File: src/design/sskd_pkg.sv
// Package for the sprite skip/copy decoder: queue item type, operation and
// command codes, configuration register indexes and the dimension clamp.
// No dependencies.
package sskd_pkg;

  localparam logic [7:0] CMD_SKIP = 8'hff;
  localparam logic [7:0] CMD_EOL  = 8'hfe;

  localparam logic [1:0] OP_LIT  = 2'd0;
  localparam logic [1:0] OP_SKIP = 2'd1;
  localparam logic [1:0] OP_EOL  = 2'd2;

  localparam logic [1:0] CFG_WIDTH  = 2'd0;
  localparam logic [1:0] CFG_HEIGHT = 2'd1;

  localparam int          DIM_W       = 13;
  localparam int          FRAME_W     = 25;
  localparam int          QUEUE_DEPTH = 4;
  localparam logic [12:0] DIM_MAX     = 13'd4096;

  typedef struct packed {
    logic [1:0] op;
    logic [7:0] data;
  } op_t;

  typedef struct packed {
    logic [DIM_W-1:0]   eff_w;
    logic [DIM_W-1:0]   eff_h;
    logic [FRAME_W-1:0] frame;
    logic               rearm;
  } cfg_t;

  function automatic logic [12:0] eff_dim(input logic [12:0] v);
    logic [12:0] r;
    r = v;
    if (v == 13'd0) begin
      r = 13'd1;
    end else if (v > DIM_MAX) begin
      r = DIM_MAX;
    end
    return r;
  endfunction

endpackage

File: src/design/sskd_front.sv
// Front end of the sprite decoder: accepts stream bytes, tracks the command
// phase and pushes skip, end-of-line and literal operations to the queue.
// Depends on sskd_pkg.
module sskd_front import sskd_pkg::*; (
  input  logic       clk,
  input  logic       rst_n,
  input  logic       rearm_i,
  input  logic       block_i,
  input  logic       full_i,
  input  logic       in_tvalid,
  output logic       in_tready,
  input  logic [7:0] in_tdata,   // stream_byte[7:0]
  output logic       push_o,
  output op_t        item_o
);

  localparam logic [1:0] PH_CMD  = 2'd0;
  localparam logic [1:0] PH_SKIP = 2'd1;
  localparam logic [1:0] PH_LIT  = 2'd2;

  logic [1:0] phase_r, phase_nxt;
  logic [7:0] lit_left_r, lit_left_nxt;
  logic       accept;

  assign in_tready = !full_i && !block_i;
  assign accept    = in_tvalid && in_tready;

  always_comb begin
    phase_nxt    = phase_r;
    lit_left_nxt = lit_left_r;
    push_o       = 1'b0;
    item_o.op    = OP_LIT;
    item_o.data  = in_tdata;
    if (rearm_i) begin
      phase_nxt    = PH_CMD;
      lit_left_nxt = 8'd0;
    end else if (accept) begin
      case (phase_r)
        PH_SKIP: begin
          push_o    = 1'b1;
          item_o.op = OP_SKIP;
          phase_nxt = PH_CMD;
        end
        PH_LIT: begin
          push_o       = 1'b1;
          item_o.op    = OP_LIT;
          lit_left_nxt = lit_left_r - 8'd1;
          if (lit_left_r == 8'd1) begin
            phase_nxt = PH_CMD;
          end
        end
        default: begin
          if (in_tdata == CMD_SKIP) begin
            phase_nxt = PH_SKIP;
          end else if (in_tdata == CMD_EOL) begin
            push_o    = 1'b1;
            item_o.op = OP_EOL;
          end else begin
            lit_left_nxt = in_tdata;
            phase_nxt    = (in_tdata != 8'd0) ? PH_LIT : PH_CMD;
          end
        end
      endcase
    end
  end

  always_ff @(posedge clk) begin
    if (!rst_n) begin
      phase_r    <= PH_CMD;
      lit_left_r <= 8'd0;
    end else begin
      phase_r    <= phase_nxt;
      lit_left_r <= lit_left_nxt;
    end
  end

endmodule

File: src/design/sskd_fifo.sv
// Short operation queue between the front and back ends of the decoder,
// with a flush on rearm. No dependencies.
module sskd_fifo #(
  parameter int WIDTH = 10,
  parameter int DEPTH = 4
) (
  input  logic             clk,
  input  logic             rst_n,
  input  logic             flush_i,
  input  logic             push_i,
  input  logic [WIDTH-1:0] wdata_i,
  input  logic             pop_i,
  output logic [WIDTH-1:0] rdata_o,
  output logic             valid_o,
  output logic             full_o
);

  localparam int PTR_W = (DEPTH > 1) ? $clog2(DEPTH) : 1;
  localparam int CNT_W = $clog2(DEPTH + 1);

  logic [WIDTH-1:0] mem_r [DEPTH];
  logic [PTR_W-1:0] wr_ptr_r, wr_ptr_nxt;
  logic [PTR_W-1:0] rd_ptr_r, rd_ptr_nxt;
  logic [CNT_W-1:0] count_r, count_nxt;
  logic             do_push, do_pop;

  assign valid_o = (count_r != '0);
  assign full_o  = (count_r == CNT_W'(DEPTH));
  assign rdata_o = mem_r[rd_ptr_r];
  assign do_push = push_i && !full_o;
  assign do_pop  = pop_i && valid_o;

  always_comb begin
    wr_ptr_nxt = wr_ptr_r;
    rd_ptr_nxt = rd_ptr_r;
    count_nxt  = count_r;
    if (flush_i) begin
      wr_ptr_nxt = '0;
      rd_ptr_nxt = '0;
      count_nxt  = '0;
    end else begin
      if (do_push) begin
        wr_ptr_nxt = (wr_ptr_r == PTR_W'(DEPTH - 1)) ? '0 : wr_ptr_r + PTR_W'(1);
      end
      if (do_pop) begin
        rd_ptr_nxt = (rd_ptr_r == PTR_W'(DEPTH - 1)) ? '0 : rd_ptr_r + PTR_W'(1);
      end
      if (do_push && !do_pop) begin
        count_nxt = count_r + CNT_W'(1);
      end else if (do_pop && !do_push) begin
        count_nxt = count_r - CNT_W'(1);
      end
    end
  end

  always_ff @(posedge clk) begin
    if (!rst_n) begin
      wr_ptr_r <= '0;
      rd_ptr_r <= '0;
      count_r  <= '0;
    end else begin
      wr_ptr_r <= wr_ptr_nxt;
      rd_ptr_r <= rd_ptr_nxt;
      count_r  <= count_nxt;
    end
  end

  always_ff @(posedge clk) begin
    if (do_push && !flush_i) begin
      mem_r[wr_ptr_r] <= wdata_i;
    end
  end

  a_no_push_full: assert property (@(posedge clk) disable iff (!rst_n)
    push_i |-> !full_o)
    else $error("queue pushed while full");

endmodule

File: src/design/sskd_back.sv
// Back end of the sprite decoder: executes queued operations against the
// write position, column and row counters and drives the output register.
// Depends on sskd_pkg.
module sskd_back import sskd_pkg::*; #(
  parameter int ADDR_BITS = 24
) (
  input  logic        clk,
  input  logic        rst_n,
  input  cfg_t        cfg_i,
  input  logic        q_valid_i,
  input  op_t         q_item_i,
  output logic        q_pop_o,
  output logic        out_tvalid,
  input  logic        out_tready,
  output logic [39:0] out_tdata,  // pixel_address[23:0], pixel_value[31:24],
                                  // out_of_frame[32], zero fill[39:33]
  output logic        out_tuser   // kind
);

  localparam int CW = (ADDR_BITS > FRAME_W) ? ADDR_BITS : FRAME_W;

  localparam logic BK_RUN  = 1'b0;
  localparam logic BK_WRAP = 1'b1;

  logic                 state_r, state_nxt;
  logic [ADDR_BITS-1:0] pos_r, pos_nxt;
  logic [DIM_W-1:0]     col_r, col_nxt;
  logic [11:0]          rows_r, rows_nxt;

  logic        out_valid_r, out_valid_nxt;
  logic        out_kind_r, out_kind_nxt;
  logic [23:0] out_addr_r, out_addr_nxt;
  logic [7:0]  out_val_r, out_val_nxt;
  logic        out_oof_r, out_oof_nxt;

  logic             adv;
  logic [CW-1:0]    pos_ext;
  logic [CW-1:0]    pos_sum;
  logic [DIM_W-1:0] col_sum;
  logic [DIM_W-1:0] col_inc;
  logic [DIM_W-1:0] col_diff;
  logic [11:0]      rows_load;

  assign adv       = !out_valid_r || out_tready;
  assign pos_ext   = CW'(pos_r);
  assign col_sum   = col_r + {5'd0, q_item_i.data};
  assign col_inc   = col_r + DIM_W'(1);
  assign col_diff  = col_r - cfg_i.eff_w;
  assign rows_load = 12'(cfg_i.eff_h - DIM_W'(1));

  always_comb begin
    state_nxt     = state_r;
    pos_nxt       = pos_r;
    col_nxt       = col_r;
    rows_nxt      = rows_r;
    q_pop_o       = 1'b0;
    pos_sum       = pos_ext;
    out_valid_nxt = out_valid_r && !out_tready;
    out_kind_nxt  = out_kind_r;
    out_addr_nxt  = out_addr_r;
    out_val_nxt   = out_val_r;
    out_oof_nxt   = out_oof_r;
    if (cfg_i.rearm) begin
      state_nxt = BK_RUN;
      pos_nxt   = '0;
      col_nxt   = '0;
      rows_nxt  = rows_load;
    end else begin
      case (state_r)
        BK_WRAP: begin
          col_nxt = col_diff;
          if (col_diff < cfg_i.eff_w) begin
            state_nxt = BK_RUN;
          end
        end
        default: begin
          if (q_valid_i && adv) begin
            q_pop_o = 1'b1;
            case (q_item_i.op)
              OP_LIT: begin
                out_valid_nxt = 1'b1;
                out_kind_nxt  = 1'b0;
                out_addr_nxt  = pos_ext[23:0];
                out_val_nxt   = q_item_i.data;
                out_oof_nxt   = (pos_ext >= CW'(cfg_i.frame));
                pos_sum       = pos_ext + CW'(1);
                pos_nxt       = pos_sum[ADDR_BITS-1:0];
                col_nxt       = (col_inc == cfg_i.eff_w) ? '0 : col_inc;
              end
              OP_SKIP: begin
                pos_sum = pos_ext + CW'(q_item_i.data);
                pos_nxt = pos_sum[ADDR_BITS-1:0];
                col_nxt = col_sum;
                if (col_sum >= cfg_i.eff_w) begin
                  state_nxt = BK_WRAP;
                end
              end
              OP_EOL: begin
                if (rows_r == 12'd0) begin
                  out_valid_nxt = 1'b1;
                  out_kind_nxt  = 1'b1;
                  out_addr_nxt  = 24'd0;
                  out_val_nxt   = 8'd0;
                  out_oof_nxt   = 1'b0;
                  pos_nxt       = '0;
                  col_nxt       = '0;
                  rows_nxt      = rows_load;
                end else begin
                  rows_nxt = rows_r - 12'd1;
                  pos_sum  = pos_ext + CW'(cfg_i.eff_w - col_r);
                  pos_nxt  = pos_sum[ADDR_BITS-1:0];
                  col_nxt  = '0;
                end
              end
              default: begin
              end
            endcase
          end
        end
      endcase
    end
  end

  always_ff @(posedge clk) begin
    if (!rst_n) begin
      state_r     <= BK_RUN;
      pos_r       <= '0;
      col_r       <= '0;
      rows_r      <= 12'd0;
      out_valid_r <= 1'b0;
    end else begin
      state_r     <= state_nxt;
      pos_r       <= pos_nxt;
      col_r       <= col_nxt;
      rows_r      <= rows_nxt;
      out_valid_r <= out_valid_nxt;
    end
  end

  always_ff @(posedge clk) begin
    out_kind_r <= out_kind_nxt;
    out_addr_r <= out_addr_nxt;
    out_val_r  <= out_val_nxt;
    out_oof_r  <= out_oof_nxt;
  end

  assign out_tvalid = out_valid_r;
  assign out_tuser  = out_kind_r;
  assign out_tdata  = {7'd0, out_oof_r, out_val_r, out_addr_r};

  a_wrap_col: assert property (@(posedge clk) disable iff (!rst_n)
    (state_r == BK_WRAP && !cfg_i.rearm) |-> col_r >= cfg_i.eff_w)
    else $error("column wrap entered with column inside the row");

  a_run_col: assert property (@(posedge clk) disable iff (!rst_n)
    (state_r == BK_RUN && !cfg_i.rearm && !$past(cfg_i.rearm)) |-> col_r < cfg_i.eff_w)
    else $error("column left outside the row");

  a_done_zero: assert property (@(posedge clk) disable iff (!rst_n)
    (out_valid_r && out_kind_r) |-> (out_addr_r == 24'd0 && out_val_r == 8'd0 && !out_oof_r))
    else $error("done result carries pixel data");

endmodule

File: src/design/sprite_skip_copy_decoder.sv
// Top level of the sprite skip/copy decoder: configuration registers, front
// end, operation queue and back end. Depends on sskd_pkg, sskd_front,
// sskd_fifo and sskd_back.
//
// The block takes one sprite byte per cycle, unless held off, into its front
// end, which keeps the command phase and queues skip, end-of-line and
// literal operations in a four-entry queue. The back end executes one
// operation per cycle unless its output stalls or a column wrap runs, so
// literals and commands sustain one byte per cycle. A skip whose column sum
// reaches the row width enters the column wrap loop, which subtracts the
// width until the column lies inside the row. Results pass the queue and the
// output register; a waiting result stops no bytes until the queue fills.
// A full queue, an offered write or a set rearm holds off input. A width
// or height write rearms the decoder; no other clearing pass is needed.
module sprite_skip_copy_decoder import sskd_pkg::*; #(
  parameter int ADDR_BITS = 24
) (
  input  logic        clk,
  input  logic        rst_n,
  input  logic        cfg_valid,
  output logic        cfg_ready,
  input  logic [1:0]  cfg_index,
  input  logic [12:0] cfg_data,
  input  logic        in_tvalid,
  output logic        in_tready,
  input  logic [7:0]  in_tdata,   // stream_byte[7:0]
  output logic        out_tvalid,
  input  logic        out_tready,
  output logic [39:0] out_tdata,  // pixel_address[23:0], pixel_value[31:24],
                                  // out_of_frame[32], zero fill[39:33]
  output logic        out_tuser   // kind
);

  logic [DIM_W-1:0]   eff_w_r, eff_w_nxt;
  logic [DIM_W-1:0]   eff_h_r, eff_h_nxt;
  logic [FRAME_W-1:0] frame_r;
  logic               rearm_r, rearm_nxt;
  logic               cfg_accept;
  cfg_t               cfg;

  logic             push;
  op_t              push_item;
  logic [$bits(op_t)-1:0] q_rdata;
  logic             q_valid;
  logic             q_full;
  logic             q_pop;

  assign cfg_ready  = 1'b1;
  assign cfg_accept = cfg_valid && cfg_ready;

  always_comb begin
    eff_w_nxt = eff_w_r;
    eff_h_nxt = eff_h_r;
    rearm_nxt = 1'b0;
    if (cfg_accept) begin
      case (cfg_index)
        CFG_WIDTH: begin
          eff_w_nxt = eff_dim(cfg_data);
          rearm_nxt = 1'b1;
        end
        CFG_HEIGHT: begin
          eff_h_nxt = eff_dim(cfg_data);
          rearm_nxt = 1'b1;
        end
        default: begin
        end
      endcase
    end
  end

  always_ff @(posedge clk) begin
    if (!rst_n) begin
      eff_w_r <= DIM_W'(1);
      eff_h_r <= DIM_W'(1);
      frame_r <= FRAME_W'(1);
      rearm_r <= 1'b0;
    end else begin
      eff_w_r <= eff_w_nxt;
      eff_h_r <= eff_h_nxt;
      frame_r <= FRAME_W'(eff_w_r * eff_h_r);
      rearm_r <= rearm_nxt;
    end
  end

  assign cfg.eff_w = eff_w_r;
  assign cfg.eff_h = eff_h_r;
  assign cfg.frame = frame_r;
  assign cfg.rearm = rearm_r;

  sskd_front u_front (
    .clk       (clk),
    .rst_n     (rst_n),
    .rearm_i   (rearm_r),
    .block_i   (cfg_valid || rearm_r),
    .full_i    (q_full),
    .in_tvalid (in_tvalid),
    .in_tready (in_tready),
    .in_tdata  (in_tdata),
    .push_o    (push),
    .item_o    (push_item)
  );

  sskd_fifo #(
    .WIDTH ($bits(op_t)),
    .DEPTH (QUEUE_DEPTH)
  ) u_queue (
    .clk     (clk),
    .rst_n   (rst_n),
    .flush_i (rearm_r),
    .push_i  (push),
    .wdata_i (push_item),
    .pop_i   (q_pop),
    .rdata_o (q_rdata),
    .valid_o (q_valid),
    .full_o  (q_full)
  );

  sskd_back #(
    .ADDR_BITS (ADDR_BITS)
  ) u_back (
    .clk        (clk),
    .rst_n      (rst_n),
    .cfg_i      (cfg),
    .q_valid_i  (q_valid),
    .q_item_i   (op_t'(q_rdata)),
    .q_pop_o    (q_pop),
    .out_tvalid (out_tvalid),
    .out_tready (out_tready),
    .out_tdata  (out_tdata),
    .out_tuser  (out_tuser)
  );

endmodule

File: config.mk
export PLATFORM = sky130hd
export DESIGN_NAME = sprite_skip_copy_decoder
export DESIGN_NICKNAME = d
export VERILOG_FILES = /design/src/design/sskd_pkg.sv /design/src/design/sskd_front.sv /design/src/design/sskd_fifo.sv /design/src/design/sskd_back.sv /design/src/design/sprite_skip_copy_decoder.sv
export SDC_FILE = /design/constraint.sdc
export NUM_CORES = 1
export LEC_CHECK = 0
export ABC_AREA = 1
export BUFFER_PORTS_ARGS = -buffer_cell sky130_fd_sc_hd__buf_2
export CAP_MARGIN = 30
export CORE_MARGIN = 4
export CORE_UTILIZATION = 30
export CTS_CLUSTER_SIZE = 30
export DETAILED_ROUTE_END_ITERATION = 8
export GPL_TIMING_DRIVEN = 0
export PLACE_DENSITY = 0.47
export SETUP_SLACK_MARGIN = 0.02
export SLEW_MARGIN = 5
export SYNTH_ARGS = -nofsm -noshare
export SYNTH_HDL_FRONTEND = slang
export SYNTH_SLANG_ARGS = --single-unit
File: constraint.sdc
create_clock -name clk -period 6 [get_ports clk]
set_input_delay 0.6 -clock clk [delete_from_list [all_inputs] [get_ports clk]]
set_output_delay 0.6 -clock clk [all_outputs]
set_load 0.005 [all_outputs]
==> impl_metrics.json, run 1 <==
{
  "outcome": "finished clean",
  "insertedDiodeCount": 0,
  "drt_iter0_drc": 947,
  "synth_cell_types": 52,
  "layout_common_cells": "nand2_1 (572), inv_1 (526), a21oi_1 (209)",
  "r2r-start": "eff_w_r[12]",
  "clock_skew_ns": 0.0193,
  "period_share_pct": 94.3,
  "r2r_end": "frame_r[23]",
  "ys_seq_elements": 196,
  "cts_inserted_buffers": 17,
  "worstPathRequired_ns": 6.43,
  "rrSetupSlack_ns": 0.34,
  "fmax_ghz": 0.177,
  "cap_violations": 0,
  "finalHoldViolations": 0,
  "worst_ep_arrival_time_ns": 6.08,
  "crit_path_top_delay_cell": "fa_1",
  "antenna_left": 0,
  "switchingPower_mw": 4.10,
  "slew_viol_final": 0,
  "syn_area_mm2": 0.0195,
  "die_w_um": 263,
  "crit_path_start_kind": "register",
  "final_util_pct": 33.6,
  "crit_path_end_kind": "register",
  "worstMarginPinSlew_ns": 0.968,
  "whs_ns": 0.392,
  "period_needed_ns": 5.66,
  "synth_edf_count": 74,
  "clock_sinks": 196,
  "slowest_delay_ns": 0.62,
  "holdPathEnd": "u_queue.mem_r[1][2]",
  "rr_worst_depth": 19,
  "coreArea_mm2": 0.0645,
  "num_rows": 93,
  "io_pins": 72,
  "grt_max_degree": 25,
  "die_y_um": 263,
  "power_density_mw_per_mm2": 366,
  "final_common_cell": "nand2_1",
  "grt_pass1_wl_um": 100000,
  "yosysWarnings": 0,
  "max_slew_margin_pct": 35.5,
  "p_leak_nw": 10.7,
  "drt_wl_total_um": 63500,
  "p_int_mw": 3.83,
  "pwr-share-clk_pct": 16.0,
  "first_global_vias": 17800,
  "p_comb_share_pct": 59.8,
  "grt-ovfl-total": 0,
  "antenna_found_initial": 0,
  "seqPwrFrac_pct": 24.2,
  "dieArea_mm2": 0.0693,
  "ys_async_sr_fraction_pct": 0,
  "cts_tree": "done",
  "cts.repair.resized": 14,
  "hp-start": "in_tdata[2]",
  "critPathKind": "register to register",
  "synth_flop_cell": "dfxtp_1",
  "hold_class": "input port to register",
  "yosysSeqAreaShare_pct": 23.9,
  "dp_hpwl_um": 51900,
  "num-fill-cells": 7065,
  "synthToLayoutAreaGrowth_pct": 10.9,
  "hold_buffers": 0,
  "post-route-drc-count": 0,
  "irDropWorstVdd_uv": 269,
  "postCtsSetupBuffers": 0,
  "swShare_pct": 51.7,
  "total_power_mw": 7.93,
  "clockBufferDepth": 2,
  "grtUsageTotal_pct": 18.2,
  "fin_cells": 3642,
  "viasPerCell": 4.88,
  "cpMostUsedCell": "fa_1",
  "clk_pin_slew_ns": 0.09,
  "io_buffers": 62,
  "place_congestion": 0.914,
  "rsz0062_at_grt": "true",
  "start_util_pct": 30.3,
  "dp_cells": 3616,
  "cts-root-buf": "clkbuf_16",
  "clock_latency_ns": 0.49,
  "avgSynthCellArea_um2": 7.27,
  "setup_viol": 0,
  "drive_gt1_share_pct": 6.75,
  "wl_per_cell_um": 17.4,
  "htree_levels": 4,
  "synthCells": 2687,
  "crit_chain": "clkbuf_1, nand2_1, fa_1, inv_1, fa_1, fa_1, fa_1, inv_1, fa_1, inv_1, ha_1, nand2_1, nor4_2, nand4_1, nand3_1, nand3_1, nand2_1, o21ai_0, a21oi_1",
  "worstPathMaxFanout": 10,
  "vias": 17800,
  "whs_path_depth": 1,
  "dr.pass1.iters": 5,
  "final_nets": 3128
}
## how the worst max path moves through the flow
stage,startpoint,endpoint,slack (ns),depth (start not counted)
2_1_floorplan,eff_w_r[1],frame_r[20],0.87,21
3_3_place_gp,register,u_back.out_oof_r,-0.83,10
3_5_place_dp,eff_w_r[1],frame_r[20],-0.39,21
4_1_cts,eff_h_r[5],frame_r[23],0.02,20
5_1_grt,eff_w_r[12],frame_r[23],0.02,19
6_report,eff_w_r[12],frame_r[23],0.34,19
## through the flow
step | instance area (µm²) | TNS (ns) | setup WS [ns]
2_1_floorplan | 19600 | 0 | 0.870
3_3_place_gp | 20900 | -30.05 | -0.833
3_5_place_dp | 21000 | -1.72 | -0.387
4_1_cts | 21700 | 0 | 0.0234
5_1_grt | 21700 | 0 | 0.0180
6_report | 21700 | 0 | 0.344
## routing by layer
layer	track usage [%]	part of all wire, %	vias up
li1	-	-	8796
met1	25.7	48	8502
met2	29.8	46	417
met3	2.35	4.2	62
met4	4.49	1.7	0
met5	0	0	-
## power by group through the flow
stage               clock network [mW]  logic (mW)  registers (mW)
CTS                               1.31        4.71            1.92
detailed placement                   0        4.68            1.95
global placement                     0        4.61            1.96
floorplan                            0        3.28            1.86
finish                            1.27        4.74            1.92
global route                      1.36        5.37            1.95
## layout make-up
| cell class | count | area, µm² | area share (%) |
|---|---|---|---|
| sequential | 196 | 4680 | 21.6 |
| multi-input combinational | 1871 | 12500 | 57.6 |
| buffer | 87 | 427 | 1.97 |
| tap | 855 | 1070 | 4.94 |
| timing repair buffer | 69 | 374 | 1.73 |
| inverter | 532 | 2000 | 9.21 |
| clock buffer | 17 | 425 | 1.96 |
| clock inverter | 15 | 211 | 0.976 |
## flip-flops by register name, summed over array words and instances, names as in the netlist, named ones only
signal,flops
u_queue.mem_r,40
frame_r,25
u_back.out_addr_r,24
u_back.pos_r,24
eff_h_r,13
eff_w_r,13
u_back.col_r,13
u_back.rows_r,12
u_back.out_val_r,8
u_front.lit_left_r,8
u_queue.count_r,3
u_front.phase_r,2
u_queue.rd_ptr_r,2
u_queue.wr_ptr_r,2
rearm_r,1
u_back.out_oof_r,1
u_back.out_tuser,1
u_back.out_tvalid,1
u_back.state_r,1
## cells by family after synthesis
group / Yosys count / synth area share [%]
xor gates and xnor gates: 58 / 2.67
AOI/OAI and AO/OA: 480 / 13.8
other: 2 / 0.0384
and+or+nand+nor: 999 / 21.5
adders and majority gates: 326 / 25.7
DFF: 196 / 23.9
buffers and inverters: 626 / 12.3
## cell usage after synthesis, drive strengths merged, types with 11 or more instances
master	instances	area (µm²)
a211oi	13	97.6
a21o	12	90.1
a21oi	210	1050
a31oi	16	100
buf	25	156
clkbuf	69	259
dfxtp	122	2440
edfxtp	74	2220
fa	126	2520
ha	200	2500
inv	529	1990
nand2	578	2180
nand3	119	596
nand4	38	238
nor2	200	808
nor3	29	150
nor4	11	68.8
o211ai	12	90.1
o21ai	158	791
or2	11	68.8
xnor2	14	123
xor2	43	377
## critical path: cells and delay by family (launching register included)
kind | cells | cell delay [ns]
and+or+nand+nor | 7 | 1.16
AOI/OAI and AO/OA | 2 | 0.23
buffers and inverters | 4 | 0.68
DFF | 1 | 0.51
adders and majority gates | 6 | 3.01
(Power assumes the default switching activity.)
==> run 2, diff against run 1 <==
Settings changed: ABC_CLOCK_PERIOD_IN_PS set to 6000, CTS_BUF_LIST set to sky130_fd_sc_hd__clkbuf_4.
==> run 2 against run 1 <==
Net effect:
- non-clock buffer count is 2 higher
- sequential power about the same
- clock-buffer cell count unchanged
- cell area shrank 1.3%
- core utilization decreased by 0.43 points
- combinational power about the same
- flip-flop and latch count unchanged
- via count decreased by 0.12%
- clock power fell by 32%
- worst hold slack got worse by 0.28 ns
- setup slack lost 0.016 ns
- critical path type unchanged
- largest cell class unchanged
==> impl_metrics.json, run 2 (same netlist as run 1, synthesis figures left out) <==
{
  "outcome": "finished clean",
  "start_util_pct": 30.3,
  "max_slew_margin_pct": 34.7,
  "synthToLayoutAreaGrowth_pct": 9.52,
  "reg_top3": "u_queue.mem_r (40), frame_r (25)",
  "cts-root-buf": "clkbuf_4",
  "slew_viol_final": 0,
  "p_leak_nw": 10.6,
  "worstPathMaxFanout": 10,
  "regMostFlops": "u_queue.mem_r",
  "crit_path_end_kind": "register",
  "crit_path_top_delay_cell": "dfxtp_1",
  "grt_max_degree": 25,
  "htree_levels": 4,
  "r2r-start": "eff_w_r[10]",
  "post-route-drc-count": 0,
  "clock_latency_ns": 0.76,
  "hold_class": "input port to register",
  "rr_worst_depth": 17,
  "dp_hpwl_um": 51900,
  "whs_ns": 0.113,
  "period_needed_ns": 5.67,
  "first_global_vias": 17800,
  "worstPathRequired_ns": 6.67,
  "die_w_um": 263,
  "setup_ws_ns": 0.328,
  "clock_sinks": 196,
  "irDropWorstVdd_uv": 171,
  "antenna_left": 0,
  "grt-ovfl-total": 0,
  "largest_reg_flops": 40,
  "finalHoldViolations": 0,
  "dr.pass1.iters": 5,
  "place_congestion": 0.914,
  "critPathKind": "register to register",
  "cts_inserted_buffers": 17,
  "place_ws_ns": -0.387,
  "power_density_mw_per_mm2": 351,
  "r2r_end": "frame_r[22]",
  "rsz0062_at_grt": "true",
  "viasPerCell": 4.87,
  "cp-endpoint": "frame_r[22]",
  "worst_ep_arrival_time_ns": 6.34,
  "num-fill-cells": 7111,
  "io_pins": 72,
  "rrSetupSlack_ns": 0.33,
  "vias": 17800,
  "grtUsageTotal_pct": 18.2,
  "wl_per_cell_um": 17.4,
  "worstMarginPinSlew_ns": 0.980,
  "drt_wl_total_um": 63500,
  "final_util_pct": 33.2,
  "drive_gt1_share_pct": 6.81,
  "cp-startpoint": "eff_w_r[10]",
  "cpMostUsedCell": "fa_1",
  "die_y_um": 263,
  "cts_tree": "done",
  "num_rows": 93,
  "final_nets": 3130,
  "fmax_ghz": 0.176,
  "grt_pass1_wl_um": 100000,
  "layout_common_cells": "nand2_1 (572), inv_1 (526), a21oi_1 (209)",
  "antenna_found_initial": 2,
  "cap_violations": 0,
  "cp.depth": 17,
  "period_share_pct": 94.5,
  "critPathTopFamily": "adder cells",
  "crit_path_start_kind": "register",
  "critPathBufInv": 4,
  "clockBufferDepth": 2,
  "hp-start": "cfg_data[7]",
  "crit_chain": "clkbuf_2, nand2_1, fa_1, inv_1, fa_1, fa_1, fa_1, inv_1, fa_1, inv_1, ha_1, nand2_1, nor4_1, nand4_1, nand3_1, o21ai_0, a21oi_1",
  "dieArea_mm2": 0.0693,
  "clk_pin_slew_ns": 0.21,
  "drt_iter0_drc": 988,
  "slowest_delay_ns": 0.64,
  "setup_viol": 0,
  "io_buffers": 62,
  "coreArea_mm2": 0.0645,
  "clock_skew_ns": 0.0458,
  "final_common_cell": "nand2_1"
}
## run 2: changes by cell type in the layout (fill, tap and decap cells not counted), sizes merged
cell and change:
diode +4, buf +2
## run 2: through the flow
| stage | total power, mW | area, µm² | instances | setup TNS [ns] |
|---|---|---|---|---|
| final | 7.51 | 21400 | 3648 | 0 |
| after floorplan | 5.14 | 19600 | 2693 | 0 |
| after detailed placement | 6.63 | 21000 | 3616 | -1.72 |
| after global routing | 8.26 | 21400 | 3648 | 0 |
| after CTS | 7.53 | 21400 | 3647 | 0 |
| after global placement | 6.57 | 20900 | 3610 | -30.05 |
## run 2: report_power, final
part | leakage (nW) | internal [mW] | switching [mW]
Combinational | 8.76 | 1.57 | 3.16
Sequential | 1.69 | 1.67 | 0.249
Clock | 0.175 | 0.222 | 0.637
Total | 10.6 | 3.46 | 4.04
## run 2: how the worst min path moves through the flow
| stage | cells after the start | slack [ns] | endpoint |
|---|---|---|---|
| 6_report | 3 | 0.11 | eff_w_r[7] |
| 5_1_grt | 1 | 0.05 | u_queue.mem_r[0][3] |
| 4_1_cts | 1 | 0.01 | u_queue.mem_r[1][2] |
| 3_5_place_dp | 2 | 0.48 | u_front.phase_r[0] |
| 3_3_place_gp | 2 | 0.47 | u_front.phase_r[1] |
| 2_1_floorplan | 2 | 0.45 | u_front.phase_r[1] |
## run 2: layout make-up
class	count	area, µm²	share of cell area [%]
Multi-Input combinational cell	1871	12500	58.4
Sequential cell	196	4670	21.8
Inverter	532	2000	9.33
Tap cell	855	1070	5.00
Buffer	89	438	2.05
Timing Repair Buffer	69	374	1.75
Clock inverter	15	211	0.988
Clock buffer	17	128	0.596
Antenna cell	4	10.0	0.0468
## run 2: timing repair
item	4_1_cts	5_1_grt
setup buffers	0	0
hold buffers	0	0
endpoints found under the setup margin	10	11
resized for setup	13	42
endpoints found under the hold margin	0	0
## run 2: per-layer routing
metal  routed length, µm  vias up  global-route usage [%]
li1                    -     8793                       -
met5                   0        -                       0
met4                 934        0                    4.35
met1               30600     8480                    25.7
met3                2610       56                    2.40
met2               29400      426                    29.8
## run 2: worst register-to-register path: stages (launching register included)
cell and delay (ns):
dfxtp_1 0.64, clkbuf_2 0.39, nand2_1 0.13, fa_1 0.55, inv_1 0.05, fa_1 0.51
fa_1 0.44, fa_1 0.55, inv_1 0.06, fa_1 0.62, inv_1 0.06, ha_1 0.38
nand2_1 0.13, nor4_1 0.47, nand4_1 0.24, nand3_1 0.17, o21ai_0 0.08, a21oi_1 0.15
==> run 3, diff against run 2 <==
Settings changed: CORE_MARGIN 4 to 3.
==> run 3 against run 2 <==
Net effect:
- core utilization increased by 0.36 points
- global-route usage increased by 0.44 points
- cell area about the same
- fmax decreased by 0.89%
- flip-flop and latch count unchanged
- critical path type unchanged
- critical endpoint is now frame_r[23]
- highest routed layer unchanged
==> impl_metrics.json, run 3 (same netlist as run 1, synthesis figures left out) <==
{
  "cp.depth": 19,
  "dp_hpwl_um": 51600,
  "setup_ws_ns": 0.277,
  "cpMostUsedCell": "fa_1",
  "final_common_cell": "nand2_1",
  "fmax_ghz": 0.175,
  "cts-root-buf": "clkbuf_4",
  "dp_cells": 3607,
  "final_util_pct": 33.6,
  "worstMarginPinSlew_ns": 0.925,
  "irDropWorstVdd_uv": 212,
  "period_needed_ns": 5.72,
  "regMostFlops": "u_queue.mem_r",
  "grtUsageTotal_pct": 18.7,
  "clock_latency_ns": 0.81,
  "crit_path_start_kind": "register",
  "rr_worst_depth": 19,
  "antenna_left": 0,
  "grt-ovfl-total": 0,
  "htree_levels": 4,
  "place_area_mm2": 0.0210,
  "largest_reg_flops": 40,
  "finalHoldViolations": 0,
  "place_congestion": 0.866,
  "rrSetupSlack_ns": 0.28,
  "grt_pass1_wl_um": 97900,
  "layout_common_cells": "nand2_1 (572), inv_1 (526), a21oi_1 (209)",
  "design_area_mm2": 0.0214,
  "period_share_pct": 95.4,
  "drt_wl_total_um": 62800,
  "crit_path_top_delay_cell": "dfxtp_1",
  "max_slew_margin_pct": 38.0,
  "crit_chain": "clkbuf_2, nand2_1, fa_1, inv_1, fa_1, fa_1, fa_1, inv_1, fa_1, inv_1, ha_1, nand2_1, nor4_2, nand4_1, nand3_1, nand3_1, nand2_1, o21ai_0, a21oi_1",
  "worstPathRequired_ns": 6.74,
  "dr.pass1.iters": 5,
  "slew_viol_final": 0,
  "crit_path_end_kind": "register",
  "io_buffers": 62,
  "outcome": "finished clean",
  "critPathBufInv": 4,
  "grt_max_degree": 24,
  "io_pins": 72,
  "first_global_vias": 17400,
  "final_nets": 3129,
  "clk_pin_slew_ns": 0.21,
  "setup_viol": 0,
  "p_leak_nw": 10.6,
  "die_w_um": 261,
  "fin_cells": 3638,
  "critPathKind": "register to register",
  "num_rows": 92,
  "post-route-drc-count": 0,
  "worstPathMaxFanout": 10,
  "r2r-start": "eff_w_r[10]",
  "hold_class": "input port to register",
  "die_y_um": 261,
  "clock_skew_ns": 0.0356,
  "critPathTopFamily": "adder cells",
  "drive_gt1_share_pct": 6.81,
  "multi_input_area_mm2": 0.0125,
  "vias": 17700,
  "antenna_found_initial": 3,
  "coreArea_mm2": 0.0638,
  "postCtsSetupBuffers": 0,
  "clockBufferDepth": 2,
  "worst_ep_arrival_time_ns": 6.47,
  "slowest_delay_ns": 0.66,
  "area.sequential_mm2": 0.00468,
  "synthToLayoutAreaGrowth_pct": 9.51,
  "cts_inserted_buffers": 17,
  "num-fill-cells": 7000,
  "reg_top3": "u_queue.mem_r (40), frame_r (25)",
  "cts_tree": "done",
  "dieArea_mm2": 0.0682,
  "power_density_mw_per_mm2": 350,
  "cap_violations": 0,
  "wl_per_cell_um": 17.3,
  "cp-startpoint": "eff_w_r[10]",
  "rsz0062_at_grt": "false",
  "place_ws_ns": -0.412,
  "clock_sinks": 196,
  "viasPerCell": 4.86,
  "drt_iter0_drc": 998,
  "r2r_end": "frame_r[23]",
  "start_util_pct": 30.6,
  "cp-endpoint": "frame_r[23]"
}
[run 3: worst min path at each step]
stage,cells after the start,end,start,slack (ns)
final,1,u_queue.mem_r[1][6],in_tdata[6],0.08
after CTS,1,u_queue.mem_r[1][6],in_tdata[6],0.001
after global routing,1,u_queue.mem_r[2][6],in_tdata[6],-0.009
after floorplan,2,u_front.phase_r[1],u_front.phase_r[1],0.45
after detailed placement,2,u_front.phase_r[0],u_front.phase_r[0],0.48
after global placement,2,u_front.phase_r[1],u_front.phase_r[1],0.46
[run 3: layer usage]
layer | up-vias | share of wire [%] | track usage [%]
met5 | - | 0 | 0
met4 | 0 | 2.0 | 5.17
met3 | 73 | 5.4 | 3.28
met2 | 448 | 45 | 29.8
met1 | 8369 | 47 | 26.0
li1 | 8796 | - | -
[run 3: cell type report]
cell class | count | area share [%]
diodes | 4 | 0.0468
repair buffers | 72 | 1.88
plain buffers | 85 | 1.95
multi-input cells | 1871 | 58.4
flip-flops and latches | 196 | 21.9
well taps | 846 | 4.95
clock buffers | 17 | 0.596
inverters | 532 | 9.33
clock inverters | 15 | 0.977
[run 3: report_power, final]
part	total (mW)	internal, mW	switching [mW]
logic	4.71	1.57	3.14
registers	1.92	1.67	0.252
clock network	0.854	0.214	0.640
[run 3: what timing repair did]
| item | in CTS | in global routing |
|---|---|---|
| gates resized for setup | 18 | 33 |
| hold buffers | 4 | 0 |
| gates cloned | 0 | 0 |
| endpoints found under the hold margin | 10 | 0 |
| endpoints found under the setup margin | 9 | 10 |
[run 3: through the flow]
| stage | power [mW] | setup TNS, ns | hold WS, ns |
|---|---|---|---|
| finish | 7.49 | 0 | 0.0789 |
| detailed placement | 6.62 | -1.72 | 0.480 |
| global route | 8.23 | 0 | -0.00904 |
| global placement | 6.55 | -31.76 | 0.464 |
| floorplan | 5.14 | 0 | 0.451 |
| CTS | 7.50 | 0 | 0.00136 |
